===== src/rtl/scr_pkg.sv =====
// Shared types, widths and register codes of the segment/portal crossing block.
package scr_pkg;

   // Item and register widths
   localparam int COORD_W       = 32;
   localparam int DIR_COMP_BITS = 21;
   localparam int DIR_W         = 3 * DIR_COMP_BITS;
   localparam int SIZE_W        = 31;
   localparam int SIZE_REG_W    = 2 * SIZE_W;
   localparam int CSR_ADDR_W    = 6;
   localparam int CSR_DATA_W    = 64;
   localparam int CSR_IDX_LSB   = 3;

   // Axis normalization
   localparam int NORM_TOP  = 19;
   localparam int UNIT_BITS = 30;
   localparam int SQ_PAD    = 10;
   localparam int UNIT_W    = UNIT_BITS + 2;
   localparam int LEN_W     = UNIT_BITS + 1;
   localparam int SQ_W      = 2 * DIR_COMP_BITS;
   localparam int SUMSQ_W   = SQ_W + 2;
   localparam int RAD_W     = SUMSQ_W + 2 * SQ_PAD;
   localparam int ROOT_IT_W = 5;
   localparam int NUM_W     = DIR_COMP_BITS + UNIT_BITS + SQ_PAD;
   localparam int REM_W     = NUM_W + 1;

   // Datapath
   localparam int DIFF_W  = COORD_W + 1;
   localparam int PROD_W  = DIFF_W + UNIT_W;
   localparam int TERM_W  = PROD_W - UNIT_BITS;
   localparam int DOT_W   = TERM_W + 2;
   localparam int MAG_W   = DOT_W;
   localparam int DEN_W   = MAG_W + 1;
   localparam int T_BITS  = 28;
   localparam int LERP_W  = DOT_W + 1 + T_BITS + 1;
   localparam int STEP_W  = LERP_W - T_BITS;
   localparam int POS_W   = STEP_W + 1;

   typedef enum logic [2:0] {
      REG_CENTRE_X    = 3'd0,
      REG_CENTRE_Y    = 3'd1,
      REG_CENTRE_Z    = 3'd2,
      REG_NORMAL_DIR  = 3'd3,
      REG_RIGHT_DIR   = 3'd4,
      REG_UP_DIR      = 3'd5,
      REG_SIZE_WH     = 3'd6,
      REG_SIDE_MARGIN = 3'd7
   } reg_idx_type;

   typedef struct packed {
      logic [COORD_W-1:0]    centre_x;
      logic [COORD_W-1:0]    centre_y;
      logic [COORD_W-1:0]    centre_z;
      logic [DIR_W-1:0]      normal_dir;
      logic [DIR_W-1:0]      right_dir;
      logic [DIR_W-1:0]      up_dir;
      logic [SIZE_REG_W-1:0] size_wh;
      logic [SIZE_W-1:0]     side_margin;
   } cfg_type;

   // Three unit axes (normal, right, up), three components each, Q1.30
   typedef logic [2:0][UNIT_W-1:0] axis_type;
   typedef axis_type [2:0]          frame_type;

   // Item data that rides alongside the divider
   typedef struct packed {
      logic                    beyond;
      logic signed [DOT_W-1:0] rp;
      logic signed [DOT_W:0]   dr;
      logic signed [DOT_W-1:0] up;
      logic signed [DOT_W:0]   du;
   } side_type;

endpackage


===== src/rtl/scr_csr.sv =====
// Configuration register file behind the APB-style port.
module scr_csr (
   input  logic                             clock,
   input  logic                             reset,
   input  logic                             psel,
   input  logic                             penable,
   input  logic                             pwrite,
   input  logic [scr_pkg::CSR_ADDR_W-1:0]   paddr,
   input  logic [scr_pkg::CSR_DATA_W-1:0]   pwdata,
   output logic [scr_pkg::CSR_DATA_W-1:0]   prdata,
   output logic                             pready,
   output scr_pkg::cfg_type                 cfg,
   output logic                             dir_wr
);
   import scr_pkg::*;

   cfg_type     cfg_ff;
   cfg_type     cfg_in;
   reg_idx_type idx;
   logic        wr;

   assign idx    = reg_idx_type'(paddr[CSR_ADDR_W-1:CSR_IDX_LSB]);
   assign wr     = psel & penable & pwrite;
   assign pready = 1'b1;
   assign cfg    = cfg_ff;

   always_comb begin
      cfg_in = cfg_ff;
      dir_wr = 1'b0;
      if (wr) begin
         unique case (idx)
            REG_CENTRE_X:    cfg_in.centre_x    = pwdata[COORD_W-1:0];
            REG_CENTRE_Y:    cfg_in.centre_y    = pwdata[COORD_W-1:0];
            REG_CENTRE_Z:    cfg_in.centre_z    = pwdata[COORD_W-1:0];
            REG_NORMAL_DIR: begin
               cfg_in.normal_dir = pwdata[DIR_W-1:0];
               dir_wr = 1'b1;
            end
            REG_RIGHT_DIR: begin
               cfg_in.right_dir = pwdata[DIR_W-1:0];
               dir_wr = 1'b1;
            end
            REG_UP_DIR: begin
               cfg_in.up_dir = pwdata[DIR_W-1:0];
               dir_wr = 1'b1;
            end
            REG_SIZE_WH:     cfg_in.size_wh     = pwdata[SIZE_REG_W-1:0];
            REG_SIDE_MARGIN: cfg_in.side_margin = pwdata[SIZE_W-1:0];
            default:         cfg_in = cfg_ff;
         endcase
      end
   end

   always_comb begin
      unique case (idx)
         REG_CENTRE_X:    prdata = CSR_DATA_W'(cfg_ff.centre_x);
         REG_CENTRE_Y:    prdata = CSR_DATA_W'(cfg_ff.centre_y);
         REG_CENTRE_Z:    prdata = CSR_DATA_W'(cfg_ff.centre_z);
         REG_NORMAL_DIR:  prdata = CSR_DATA_W'(cfg_ff.normal_dir);
         REG_RIGHT_DIR:   prdata = CSR_DATA_W'(cfg_ff.right_dir);
         REG_UP_DIR:      prdata = CSR_DATA_W'(cfg_ff.up_dir);
         REG_SIZE_WH:     prdata = CSR_DATA_W'(cfg_ff.size_wh);
         REG_SIDE_MARGIN: prdata = CSR_DATA_W'(cfg_ff.side_margin);
         default:         prdata = '0;
      endcase
   end

   always_ff @(posedge clock) begin
      if (reset) begin
         cfg_ff <= '0;
      end else begin
         cfg_ff <= cfg_in;
      end
   end

endmodule


===== config.mk =====
export PLATFORM = sky130hd
export DESIGN_NAME = scr_csr
export DESIGN_NICKNAME = d
export VERILOG_FILES = /design/src/rtl/scr_pkg.sv /design/src/rtl/scr_csr.sv
export SDC_FILE = /design/constraint.sdc
export NUM_CORES = 1
export LEC_CHECK = 0
export BUFFER_PORTS_ARGS = -buffer_cell sky130_fd_sc_hd__clkbuf_2
export CAP_MARGIN = 15
export CORE_AREA = 5 5 200 202
export DETAILED_ROUTE_END_ITERATION = 8
export DIE_AREA = 0 0 205 207
export GPL_TIMING_DRIVEN = 0
export PLACE_DENSITY = 0.71
export SLEW_MARGIN = 20
export SYNTH_ARGS = -nofsm -noshare
export SYNTH_HDL_FRONTEND = slang
export SYNTH_SLANG_ARGS = --single-unit

===== constraint.sdc =====
create_clock -name clock -period 5.5 [get_ports clock]
set_clock_uncertainty 0.05 [all_clocks]
set_input_delay 1.1 -clock clock [delete_from_list [all_inputs] [get_ports clock]]
set_output_delay 1.1 -clock clock [all_outputs]
set_load 0.02 [all_outputs]

# ---- Word-level counts from Yosys, hierarchy flattened
# Index checks and enable logic that the tools add are counted.
dict set report op_classes {
  n_bitwise 2
  n_eq_ne 7
  n_reduce_logical 10
  muxes 3
}
# cell n
set ops {}
lappend ops {{64-bit one-hot mux with 8 select lines} 1}
lappend ops {{2-bit AND reduction} 8}
lappend ops {{3-bit == test (second input constant)} 4}
lappend ops {{3-bit by 2-bit == test with 1-bit output (second input constant)} 2}
lappend ops {{3-bit by 1-bit == test with 1-bit output (second input constant)} 1}
lappend ops {{3-bit logical NOT} 1}
lappend ops {{3-bit OR reduction} 1}
lappend ops {{1-bit bitwise AND} 2}
lappend ops {{1-bit two-way mux} 2}
dict set report totals {
  reg_bits 378
}

# ---- Depth between registers and ports, before layout
dict set report logic_depth {
  ltp_word 4
  mapped_depth 6
}

# ---- Worst setup path after synthesis
# No wires, ideal clock.
dict set report synth_path {
  kind {input -> output}
  startpoint {in paddr[4] (netlist bit)}
  endpoint {out prdata[10] (netlist bit)}
  required_ns 4.350
  slack_ns 2.027
  path_buffers 3
  stages 6
  arrival_time_ns 2.323
  cell_sequence {buf_2 -> buf_4 -> buf_2 -> mux2i_1 -> o22ai_1 -> o32a_1}
}
dict set report synth_via {
  elab_chain_cells 2
  elab_cells_between_ends 9
  cone_classes {eq/ne (7); mux (1); reduce/logical (1)}
}
# item line_no
set synth_rtl {}
lappend synth_rtl {{start: declaration} scr_csr.sv:8} ;# input logic [scr_pkg::CSR_ADDR_W-1:0] paddr,
lappend synth_rtl {{3-bit == test (tied with other cells)} scr_csr.sv:55} ;# unique case (idx)
lappend synth_rtl {{64-bit one-hot mux with 8 select lines (*)} scr_csr.sv:55}
lappend synth_rtl {{end: declaration} scr_csr.sv:10} ;# output logic [scr_pkg::CSR_DATA_W-1:0] prdata,
# Every way passes the cells marked *; elsewhere a longest branch is shown, timed or not. The select of a mux whose other input is x is not followed.

# ---- Final worst setup path
dict set report layout_path {
  startpoint {in paddr[3] (netlist bit)}
  endpoint {out prdata[30] (netlist bit)}
}
# The elaborated chain is that of the path after synthesis.

==> metrics <==
die width=just over 200 µm; multiplexer share of the synthesized area=about 17%; top cells by instance count after synthesis=dfxtp_1 (378), mux2i_1 (296), nand2b_1 (288); Core Footprint=38100 µm²; status=finished, final reports clean; Synth Area in Simple Gates=between 10% and 20%; vias per cell=6.05; Syn Area/Cell=9.21 µm²; top achievable clock speed=between 200 and 250 MHz; Worst path slowest cell=clkbuf_1; die footprint=about 42000 µm²; Root Buffer=clkbuf_16; Distinct cells, synth=35; vias in the first global route=about 18k; Cell Chain, Critical Path=clkbuf_2 > buf_2 > nor2_1 > clkbuf_1 > a22o_1 > o32a_1 > clkbuf_2; total power=a little over 6 mW; total track usage=a little under two fifths; cell row count=72; CTS sink count=around 380; Most used DFF post-synth=dfxtp_1; Reg2Reg Setup Slack=roughly 4.6 ns; syn nets=about 2k; Max FO, Critical Path=10; Yosys top cell by area=dfxtp_1; Worst Tran Pin Value=around 1.3 ns; fin crit period=approximately 5 ns; xor/xnor share of the synthesized area=0%; number of I/O port buffers=around 510; Cells after Synth=between 1.5k and 2k; initial DRC count=between 2k and 2.5k; Post-CTS Setup Inserts=0; Post-CTS Resized=0; Die H=a little over 200 µm; Pre-antenna DRT Iters=5; Post-synth EDFFs=0; drt total wl=~82 mm; area grow syn2layout=25.8%; setup TNS=0 ns; Final Cycle Share=between 80% and 90%; NumNets Final=~2.5k; cell area after layout=between 20000 and 25000 µm²; Power Density=277 nW/µm²; htree depth=2; Avg WL per Cell=around 27 µm; Post-synth ARST share=0%; hold_buf cts=0; Synth Register Bits=378; clock-pin slew on the worst setup and hold paths=approximately 0.060 ns; Hold Startpoint=cfg[170]$_SDFFE_PP0P_; Area after DPL=roughly 21000 µm²; count leader, synth=dfxtp_1; Leakage=around 10 nW; initial antenna violation count=6; placer's final routability congestion estimate=0.922; Hold Path Sink=cfg[170]$_SDFFE_PP0P_; share of layout cells above drive strength 1=roughly a quarter; max_cap viols=0; grt ovf=0; largest stage delay on the critical path=around 0.95 ns; Rel. slew slack=15.0%; Area contributors post-synth=dfxtp_1 (43%), mux2i_1 (17%), nand2b_1 (10%), nand3_1 (3.6%), a21oi_1 (3.6%); Num CTS Buffers=42; placed cell count=a little under 3k; Final Slew Violations=0; combinational family with the most area after synthesis=compound AO/OA/AOI/OAI gates; fill cell total of the finished layout=3522; Final Util=between 50% and 60%; sequential share of the synthesized area=about 43%; cell count of the worst reg-to-reg path=3; DRT antenna net count=0; worst skew pair latency=about 0.54 ns; max FFs per register=between 300 and 400; adder-cell share of the synthesized area=0%; Worst Path Required=around 4.4 ns; hold slack=around 0.44 ns; Setup Viol. Count Final=0; VDD IR max=~0.19 mV; DRC errors left=0; Critical Path Start Type=input port; CP most frequent cell=clkbuf_2; Data arrival, critical path=between 3 and 4 ns; post-placement setup slack=just over 0.8 ns; dpl hpwl=59.4 mm; Crit. End Element=output port; WS Path Type=in2out; vias after detailed routing=18.3k; top cell type's share of synthesized area=between 40% and 50%; largest net degree at the start of global routing=13; r2r startpoint=cfg[30]$_SDFFE_PP0P_; Hold Path Stages=2; first-pass GRT wire length=119 mm; Fin. Hold Viols=0; RR Endpoint=cfg[30]$_SDFFE_PP0P_; num ports=between 500 and 600; YS warnings=0; Final Non-Filler Cells=around 3.0k; CTS tree=done; HP Class=reg2reg; initial core utilization=46.3%; RSZ-0062 raised after global routing=no; compound-gate portion of the synthesized area=between 10% and 20%; clk buf depth=3; Mapped Area=roughly 18000 µm²; setup ws final=0.607 ns
where the power goes:
group          internal [mW]  switching, mW  leakage (nW)  total, mW
clock                   1.63           1.16         0.652       2.79
combinational          0.163          0.421          6.39      0.584
sequential              2.76         0.0204          3.05       2.78
total                   4.55           1.60          10.1       6.16
layout make-up:
cell class                 count  area, µm²  area share [%]
sequential                   378       7570            34.1
multi-input combinational   1313       9130            41.1
clock buffer                  66       1230            5.55
clock inverter                 8       97.6           0.440
inverter                      31        116           0.524
antenna                        4       10.0          0.0451
tap                          518        648            2.92
timing repair buffer         511       2560            11.5
buffer                       194        843            3.80
worst max-delay path by stage:
stage / start / end / slack [ns] / depth (start not counted)
after detailed placement: paddr[3] / prdata[30] / 0.83 / 7
after global routing: paddr[3] / prdata[30] / 0.67 / 7
after global placement: paddr[3] / prdata[30] / 0.82 / 7
final: paddr[3] / prdata[30] / 0.61 / 7
after CTS: paddr[3] / prdata[30] / 0.82 / 7
after floorplan: paddr[4] / prdata[10] / 2.03 / 6
worst max-delay path, delay by kind of cell:
kind,cells,cell delay [ns]
buffers and inverters,4,1.47
AOI/OAI and AO/OA,2,0.57
and+or+nand+nor,1,0.60
logic make-up after synthesis:
family,Yosys count
AND/OR/NAND/NOR,518
buffers and inverters,225
flip-flops,378
multiplexers,298
other,2
AO/OA/AOI/OAI,495
layer usage:
metal	GRT usage, %	part of all wire (%)	vias up	wire [µm]
li1	-	-	7923	-
met1	48.4	39	8805	32200
met2	55.6	44	1303	36400
met3	10.3	11	266	9380
met4	18.0	5.4	4	4480
met5	0	0.030	-	25
cell usage in the layout (no fill, tap or decap), types with 43 or more instances in the layout:
cell type	count
buf_2	55
nand2b_1	288
nand3_1	128
clkbuf_1	131
o21ai_0	107
a21oi_1	126
clkbuf_16	43
dfxtp_1	378
mux2i_1	296
o21ai_1	81
a22o_1	55
clkbuf_2	512
nor2b_1	60
Note: power is estimated with default switching activity, not from simulation.
