--- src/rtl/scr_pkg.sv ---
// Shared types, widths and register codes of the segment/portal crossing block.
package scr_pkg;

   // Item and register widths
   localparam int COORD_W       = 32;
   localparam int DIR_COMP_BITS = 21;
   localparam int DIR_W         = 3 * DIR_COMP_BITS;
   localparam int SIZE_W        = 31;
   localparam int SIZE_REG_W    = 2 * SIZE_W;
   localparam int CSR_ADDR_W    = 6;
   localparam int CSR_DATA_W    = 64;
   localparam int CSR_IDX_LSB   = 3;

   // Axis normalization
   localparam int NORM_TOP  = 19;
   localparam int UNIT_BITS = 30;
   localparam int SQ_PAD    = 10;
   localparam int UNIT_W    = UNIT_BITS + 2;
   localparam int LEN_W     = UNIT_BITS + 1;
   localparam int SQ_W      = 2 * DIR_COMP_BITS;
   localparam int SUMSQ_W   = SQ_W + 2;
   localparam int RAD_W     = SUMSQ_W + 2 * SQ_PAD;
   localparam int ROOT_IT_W = 5;
   localparam int NUM_W     = DIR_COMP_BITS + UNIT_BITS + SQ_PAD;
   localparam int REM_W     = NUM_W + 1;

   // Datapath
   localparam int DIFF_W  = COORD_W + 1;
   localparam int PROD_W  = DIFF_W + UNIT_W;
   localparam int TERM_W  = PROD_W - UNIT_BITS;
   localparam int DOT_W   = TERM_W + 2;
   localparam int MAG_W   = DOT_W;
   localparam int DEN_W   = MAG_W + 1;
   localparam int T_BITS  = 28;
   localparam int LERP_W  = DOT_W + 1 + T_BITS + 1;
   localparam int STEP_W  = LERP_W - T_BITS;
   localparam int POS_W   = STEP_W + 1;

   typedef enum logic [2:0] {
      REG_CENTRE_X    = 3'd0,
      REG_CENTRE_Y    = 3'd1,
      REG_CENTRE_Z    = 3'd2,
      REG_NORMAL_DIR  = 3'd3,
      REG_RIGHT_DIR   = 3'd4,
      REG_UP_DIR      = 3'd5,
      REG_SIZE_WH     = 3'd6,
      REG_SIDE_MARGIN = 3'd7
   } reg_idx_type;

   typedef struct packed {
      logic [COORD_W-1:0]    centre_x;
      logic [COORD_W-1:0]    centre_y;
      logic [COORD_W-1:0]    centre_z;
      logic [DIR_W-1:0]      normal_dir;
      logic [DIR_W-1:0]      right_dir;
      logic [DIR_W-1:0]      up_dir;
      logic [SIZE_REG_W-1:0] size_wh;
      logic [SIZE_W-1:0]     side_margin;
   } cfg_type;

   // Three unit axes (normal, right, up), three components each, Q1.30
   typedef logic [2:0][UNIT_W-1:0] axis_type;
   typedef axis_type [2:0]          frame_type;

   // Item data that rides alongside the divider
   typedef struct packed {
      logic                    beyond;
      logic signed [DOT_W-1:0] rp;
      logic signed [DOT_W:0]   dr;
      logic signed [DOT_W-1:0] up;
      logic signed [DOT_W:0]   du;
   } side_type;

endpackage

--- src/rtl/scr_norm.sv ---
// Sequential axis normalizer: scale, sum of squares, bit-serial root, restoring divide.
module scr_norm (
   input  logic               clock,
   input  logic               reset,
   input  scr_pkg::cfg_type   cfg,
   input  logic               dir_wr,
   output scr_pkg::frame_type unit,
   output logic               busy
);
   import scr_pkg::*;

   typedef enum logic [2:0] {
      ST_IDLE, ST_LOAD, ST_SHIFT, ST_SQUARE, ST_SQRT, ST_DIV
   } state_type;

   state_type                              state_ff, state_in;
   logic                                   pend_ff, pend_in;
   logic [1:0]                             ax_ff, ax_in;
   logic [1:0]                             k_ff, k_in;
   logic [ROOT_IT_W-1:0]                   it_ff, it_in;
   logic [2:0][DIR_COMP_BITS-1:0]          mag_ff, mag_in;
   logic [2:0]                             neg_ff, neg_in;
   logic [SUMSQ_W-1:0]                     sum_ff, sum_in;
   logic [RAD_W-1:0]                       x_ff, x_in;
   logic [RAD_W-1:0]                       r_ff, r_in;
   logic [REM_W-1:0]                       rem_ff, rem_in;
   logic [LEN_W-1:0]                       q_ff, q_in;
   frame_type                              unit_ff, unit_in;

   logic [DIR_W-1:0]                       packed_dir;
   logic [2:0][DIR_COMP_BITS-1:0]          comp;
   logic [DIR_COMP_BITS-1:0]               any_mag;
   logic [SUMSQ_W-1:0]                     sum_nx;
   logic [RAD_W-1:0]                       root_bit;
   logic [RAD_W-1:0]                       root_try;
   logic [REM_W-1:0]                       div_try;
   logic [LEN_W-1:0]                       q_nx;
   logic [UNIT_W-1:0]                      q_ext;

   assign unit = unit_ff;
   assign busy = (state_ff != ST_IDLE) | pend_ff;

   always_comb begin
      unique case (ax_ff)
         2'd0:    packed_dir = cfg.normal_dir;
         2'd1:    packed_dir = cfg.right_dir;
         default: packed_dir = cfg.up_dir;
      endcase
      for (int i = 0; i < 3; i++) begin
         comp[i] = packed_dir[i*DIR_COMP_BITS +: DIR_COMP_BITS];
      end
   end

   assign any_mag  = mag_ff[0] | mag_ff[1] | mag_ff[2];
   assign sum_nx   = sum_ff + SUMSQ_W'(mag_ff[k_ff] * mag_ff[k_ff]);
   assign root_bit = RAD_W'(1) << {it_ff, 1'b0};
   assign root_try = r_ff + root_bit;
   assign div_try  = REM_W'(r_ff[LEN_W-1:0]) << it_ff;
   assign q_nx     = (rem_ff >= div_try) ? (q_ff | (LEN_W'(1) << it_ff)) : q_ff;
   assign q_ext    = UNIT_W'(q_nx);

   always_comb begin
      state_in = state_ff;
      pend_in  = pend_ff;
      ax_in    = ax_ff;
      k_in     = k_ff;
      it_in    = it_ff;
      mag_in   = mag_ff;
      neg_in   = neg_ff;
      sum_in   = sum_ff;
      x_in     = x_ff;
      r_in     = r_ff;
      rem_in   = rem_ff;
      q_in     = q_ff;
      unit_in  = unit_ff;

      unique case (state_ff)
         ST_IDLE: begin
            if (pend_ff) begin
               pend_in  = 1'b0;
               ax_in    = 2'd0;
               state_in = ST_LOAD;
            end
         end
         ST_LOAD: begin
            for (int i = 0; i < 3; i++) begin
               neg_in[i] = comp[i][DIR_COMP_BITS-1];
               mag_in[i] = comp[i][DIR_COMP_BITS-1] ? -comp[i] : comp[i];
            end
            if (comp == '0) begin
               // zero axis: zero vector
               unit_in[ax_ff] = '0;
               if (ax_ff == 2'd2) begin
                  state_in = ST_IDLE;
               end else begin
                  ax_in = ax_ff + 2'd1;
               end
            end else begin
               state_in = ST_SHIFT;
            end
         end
         ST_SHIFT: begin
            if (any_mag[DIR_COMP_BITS-1:NORM_TOP] == '0) begin
               for (int i = 0; i < 3; i++) begin
                  mag_in[i] = {mag_ff[i][DIR_COMP_BITS-2:0], 1'b0};
               end
            end else begin
               sum_in   = '0;
               k_in     = 2'd0;
               state_in = ST_SQUARE;
            end
         end
         ST_SQUARE: begin
            sum_in = sum_nx;
            if (k_ff == 2'd2) begin
               x_in     = {sum_nx, (2 * SQ_PAD)'(0)};
               r_in     = '0;
               it_in    = '1;
               state_in = ST_SQRT;
            end else begin
               k_in = k_ff + 2'd1;
            end
         end
         ST_SQRT: begin
            if (x_ff >= root_try) begin
               x_in = x_ff - root_try;
               r_in = (r_ff >> 1) + root_bit;
            end else begin
               r_in = r_ff >> 1;
            end
            if (it_ff == '0) begin
               k_in     = 2'd0;
               rem_in   = REM_W'({mag_ff[0], (UNIT_BITS + SQ_PAD)'(0)});
               q_in     = '0;
               it_in    = ROOT_IT_W'(LEN_W - 1);
               state_in = ST_DIV;
            end else begin
               it_in = it_ff - ROOT_IT_W'(1);
            end
         end
         ST_DIV: begin
            q_in = q_nx;
            if (rem_ff >= div_try) begin
               rem_in = rem_ff - div_try;
            end
            if (it_ff == '0) begin
               unit_in[ax_ff][k_ff] = neg_ff[k_ff] ? -q_ext : q_ext;
               if (k_ff == 2'd2) begin
                  if (ax_ff == 2'd2) begin
                     state_in = ST_IDLE;
                  end else begin
                     ax_in    = ax_ff + 2'd1;
                     state_in = ST_LOAD;
                  end
               end else begin
                  k_in   = k_ff + 2'd1;
                  rem_in = REM_W'({mag_ff[k_ff + 2'd1], (UNIT_BITS + SQ_PAD)'(0)});
                  q_in   = '0;
                  it_in  = ROOT_IT_W'(LEN_W - 1);
               end
            end else begin
               it_in = it_ff - ROOT_IT_W'(1);
            end
         end
         default: state_in = ST_IDLE;
      endcase

      // a direction write during a run queues another run after it
      if (dir_wr) begin
         pend_in = 1'b1;
      end
   end

   always_ff @(posedge clock) begin
      if (reset) begin
         state_ff <= ST_IDLE;
         pend_ff  <= 1'b0;
         unit_ff  <= '0;
      end else begin
         state_ff <= state_in;
         pend_ff  <= pend_in;
         unit_ff  <= unit_in;
      end
      ax_ff  <= ax_in;
      k_ff   <= k_in;
      it_ff  <= it_in;
      mag_ff <= mag_in;
      neg_ff <= neg_in;
      sum_ff <= sum_in;
      x_ff   <= x_in;
      r_ff   <= r_in;
      rem_ff <= rem_in;
      q_ff   <= q_in;
   end

endmodule

--- config.mk ---
export PLATFORM = sky130hd
export DESIGN_NAME = scr_norm
export DESIGN_NICKNAME = d
export VERILOG_FILES = /design/src/rtl/scr_pkg.sv /design/src/rtl/scr_norm.sv
export SDC_FILE = /design/constraint.sdc
export NUM_CORES = 2
export LEC_CHECK = 0
export ABC_AREA = 1
export BUFFER_PORTS_ARGS = -buffer_cell sky130_fd_sc_hd__buf_2
export CORE_ASPECT_RATIO = 0.7
export CORE_MARGIN = 1
export CORE_UTILIZATION = 55
export DETAILED_ROUTE_END_ITERATION = 8
export PLACE_DENSITY_LB_ADDON = 0.2
export SLEW_MARGIN = 20
export SYNTH_ARGS = -nofsm -noshare
export SYNTH_HDL_FRONTEND = slang
export SYNTH_SLANG_ARGS = --single-unit
--- constraint.sdc ---
create_clock -name clock -period 16.7 [get_ports clock]
set_input_delay 1.67 -clock clock [delete_from_list [all_inputs] [get_ports clock]]
set_output_delay 1.67 -clock clock [all_outputs]
set_load 0.005 [all_outputs]
After elaboration in Yosys (flattened, before gate mapping)
Index checks and enable logic that the tools add are counted.
- register bits after elaboration: 632
- input bits: 381
- add/sub/neg operators: 12
- multiply operators: 1
- order comparisons: 7
- eq/ne operators: 19
- shift operators: 3
- muxes and demuxes: 69
- bitwise operators: 6
- reduce and logical (&&, ||, !) cells: 27
- operators with widths (kind ; number):
    $mux W288 ; 2
    $pmux W288 S2 ; 1
    $demux W96 S2 ; 2
    $and A288 B288 Y288 ; 1
    $bwmux W288 ; 1
    $not A288 Y288 ; 1
    $mux W64 ; 4
    $pmux W64 S2 ; 2
    $pmux W63 S2 ; 2
    $mux W62 ; 4
    $mux W96 ; 2
    $mux W31 ; 4
    $pmux W62 S2 ; 1
    $mux W21 ; 5
    $pmux W44 S2 ; 1
    $bmux W21 S2 ; 2
    $add A63 B64 Y64 ; 1
    $add A64 B64 Y64 ; 1
    $demux W32 S2 ; 1
    $ge A64 B64 Y1 ; 1
    $mux W32 ; 2
    $shl A1 B6 Y64 const A ; 1
    $sub A64 B64 Y64 ; 1
    $logic_not A63 Y1 ; 1
    other kinds (46) ; 100

Longest topological paths before layout
- word-level depth: 9
- gate-level depth with buffers: 44
- depth with buffers taken out: 41

Worst setup path before layout
OpenSTA, ideal clock, no wires.
- kind: reg-to-reg
- start point: register it_ff[1]
- end point: register q_ff[0], enable pin
- library setup time: 673 ps
- arrival: 8429 ps
- data required time: 16027 ps
- slack: 7598 ps
- stages on the path, launching flop included: 9
- path buffers: 2
- cells stage by stage: edfxtp_1 clkbuf_1 inv_2 clkbuf_1 ha_1 inv_1 nor3_1 inv_1 o21ai_0
- word-level cells in the longest chain between the ends: 3
- ends and longest elaborated chain (element ; line ; RTL):
    from (decl) ; scr_norm.sv:20 ; logic [ROOT_IT_W-1:0] it_ff, it_in;
    from (signal assigned) ; scr_norm.sv:186 ; it_ff <= it_in;
    $logic_not A5 Y1 ; scr_norm.sv:131 ; if (it_ff == '0) begin
    $ne A2 B2 Y1 (no source line) ; -- ;
    $reduce_and A2 Y1 (no source line) ; -- ;
    to (signal assigned) ; scr_norm.sv:193 ; q_ff <= q_in;
    to (decl) ; scr_norm.sv:27 ; logic [LEN_W-1:0] q_ff, q_in;
Every way passes these cells.
A chain may end at the register's enable or synchronous reset.

Worst setup path in the final report
- start point: register it_ff[1]
- end point: register x_ff[1], enable pin
- word-level cells in the longest chain between the ends: 5
- ends and longest elaborated chain (element ; line ; RTL):
    $shl A1 B6 Y64 ; scr_norm.sv:56 ; assign root_bit = RAD_W'(1) << {it_ff, 1'b0};
    $add A64 B64 Y64 ; scr_norm.sv:57 ; assign root_try = r_ff + root_bit;
    $ge A64 B64 Y1 ; scr_norm.sv:125 ; if (x_ff >= root_try) begin
    $ne A2 B2 Y1 (no source line) ; -- ;
    $reduce_and A3 Y1 (no source line) ; -- ;
    to (signal assigned) ; scr_norm.sv:190 ; x_ff <= x_in;
    to (decl) ; scr_norm.sv:24 ; logic [RAD_W-1:0] x_ff, x_in;
Every way passes these cells.

==> metrics.csv <==
stage;metric;value;unit
cts;cts_buffers;70;
synthesis;synth_top_area_share;16.6;%
sta;fin_skew;0.0374;ns
worst_setup_path;critPathKind;flip-flop to flip-flop;
floorplan;coreArea;111000;µm²
placed_design;place_area;64700;µm²
global_routing;grt_pass1_vias;56700;
synthesis;synth_seq_cells;632;
sta;fin_crit;11.10;ns
layout;n_fill_cell;10200;
floorplan;row_count;102;
sta;fin_ws;5.60;ns
run_status;status;completed;
synthesis;avgSynthCellArea;7.33;µm²
layout;drive_gt1_share;10.3;%
cts;h-tree-depth;3;
worst_hold_path;worst_hold_path.num_cells;2;
routing;drtIter0Drc;9033;
worst_setup_path;r2r-start;it_ff[1];
worst_hold_path;min_path_type;flip-flop to flip-flop;
sta;maxSlewViolCount;0;
global_routing;track_usage;40.5;%
sta;rsz0062_at_grt;false;
cts;cts.sinks;632;
synthesis;synthDistinctLibCells;71;
placed_design;place_congestion;1.06;
sta;tightestPinTransition;1.22;ns
floorplan;die-area;113000;µm²
worst_setup_path;path_max_fanout;52;
cts;ctsLongestPathBuffers;3;
floorplan;start_util;55.5;%
cts;cts_root_buf;clkbuf_16;
synthesis;seq_area_frac_synth;26.2;%
cts;cts_setup_buffers;0;
layout;area_growth;9.44;%
cts;cts_hold_buffers;0;
worst_setup_path;cp-end-kind;flip-flop;
worst_setup_path;cp_common_cell;nand2_1;
job;drv_cap;0;
routing;detailroute.via_count;62500;
worst_setup_path;critPathSlowestCell;a21oi_1;
placed_design;io_buffers;480;
sta;setup_viol;0;
worst_setup_path;cp_slowest_stage_delay;0.83;ns
global_routing;grt_max_degree;143;
worst_setup_path;reg2reg_slack;5.60;ns
synthesis;synth_flop_cell;edfxtp_1;
cts;clk_pin_slew;0.07;ns
worst_setup_path;r2r_cells;32;
routing;antenna_left;0;
synthesis;synth_fp_nets;9464;
floorplan;die_y;281;µm
worst_hold_path;hold_start;pend_ff;
routing;drt-total-wl;238000;µm
routing;wire_per_inst;23.5;µm
synthesis;yosys-top-cells-count;nand2_1, inv_1, a21oi_1;
global_routing;overflow;0;
sta;hold_viol;0;
cts;clk_latency;0.69;ns
global_routing;grt_pass1_wl;350000;µm
sta;fmax;90.1;MHz
routing;drc;0;
synthesis;synth.most_common_cell;nand2_1;
worst_setup_path;startpoint;it_ff[1];
synthesis;async_reset_ff_share;0;%
layout;final_nets;9712;
synthesis;syn_area;61400;µm²
cts;cts_tree;yes;
synthesis;synth_edf_count;340;
worst_setup_path;cp.required;17.01;ns
cts;post_cts_resized;0;
floorplan;num_io_pins;670;
placed_design;place_hpwl;186000;µm
layout;final_util;60.7;%
routing;drtPass1Iterations;6;
sta;slew_headroom;18.5;%
synthesis;yosysWarnings;0;
synthesis;netlist_top_cells_area;edfxtp_1, fa_1, dfxtp_1;
worst_setup_path;critPathLaunchType;flip-flop;
sta;fin_crit_sh;66.5;%
global_routing;antenna_found_initial;8;
routing;viasPerCell;6.17;
placed_design;dp_slack;6.04;ns
layout;design_area;67200;µm²
synthesis;synth_top_cell_by_area;edfxtp_1;
synthesis;synthCells;8370;
worst_setup_path;critPathArrivalTime;11.41;ns
sta;setup_tns;0;ns
floorplan;die_w;401;µm
## sequential cells by signal (all words and copies together), names as in the netlist
| name | count |
|---|---|
| x_ff | 64 |
| state_ff | 3 |
| q_ff | 31 |
| it_ff | 5 |
| pend_ff | 1 |
| unit | 288 |
| k_ff | 2 |
| neg_ff | 3 |
| rem_ff | 62 |
| mag_ff | 63 |
| r_ff | 64 |
| sum_ff | 44 |
| ax_ff | 2 |
## kinds of logic (layout without fill, tap and decap cells)
family | count (synthesis) | count (layout) | share of synthesized area, %
compound gates | 2361 | 2361 | 21.5
xor+xnor | 279 | 279 | 3.98
flops | 632 | 632 | 26.2
other cells | 0 | 5 | 0
simple gates | 2736 | 2736 | 18.9
fa+ha+maj | 713 | 713 | 18.8
buf+inv | 1627 | 1932 | 10.3
mux | 22 | 22 | 0.359
## cell type report
cell class,instances,area [µm²],area share [%]
multi-input cells,6111,39100,58.3
flip-flops and latches,632,16100,23.9
inverters,1243,4680,6.97
repair buffers,560,3020,4.50
clock buffers,97,1980,2.95
well taps,1456,1820,2.71
clock inverters,32,444,0.661
diodes,5,12.5,0.0186
## per-layer routing
layer	GRT usage (%)	part of all wire [%]	vias to the layer above
li1	-	-	28500
met1	61.2	44	29400
met2	53.3	38	3980
met3	13.2	14	520
met4	13.3	4.0	6
met5	0	0.019	-
## metrics by stage
stage	instances	hold slack (ns)
after floorplan	8370	0.456
after global placement	10000	0.470
after detailed placement	10000	0.484
after CTS	10100	0.501
after global routing	10100	0.541
final	10100	0.502
## cell usage in the layout, fill, tap and decap left out, drive strengths merged, types with 5 or more instances in the layout
master	instances
a22oi	14
nor2	657
o211ai	37
buf	560
clkbuf	97
o21a	41
nor4	32
a32oi	9
o311ai	6
o21bai	21
nand3	328
a21o	28
a221oi	7
o21ai	912
nor3	82
diode	5
a31o	5
nand3b	5
o221ai	10
dfxtp	292
a22o	55
and3	10
xor2	154
clkinv	36
a21boi	5
a31oi	331
a21oi	842
a211oi	10
o22ai	12
or2	32
xnor2	125
nand2	1540
edfxtp	340
bufinv	7
mux2i	22
o31ai	6
ha	363
inv	1231
nand4	45
fa	350
## path summary, 6_finish.rpt
kind         endpoint
max           x_ff[1]
min           pend_ff
max reg2reg   x_ff[1]
min reg2reg   pend_ff
## critical path, delay by kind of cell (launching register included)
family                     cells  cell delay (ns)
adders and majority gates      3             1.04
DFF                            1             0.67
and+or+nand+nor               14             3.58
buffers and inverters          7             2.64
AOI/OAI and AO/OA              7             2.43
xor gates and xnor gates       1             0.15
Power is left out: the tool's default activity adds up to more than one toggle a clock period on the data nets, which glitch-free logic cannot reach.
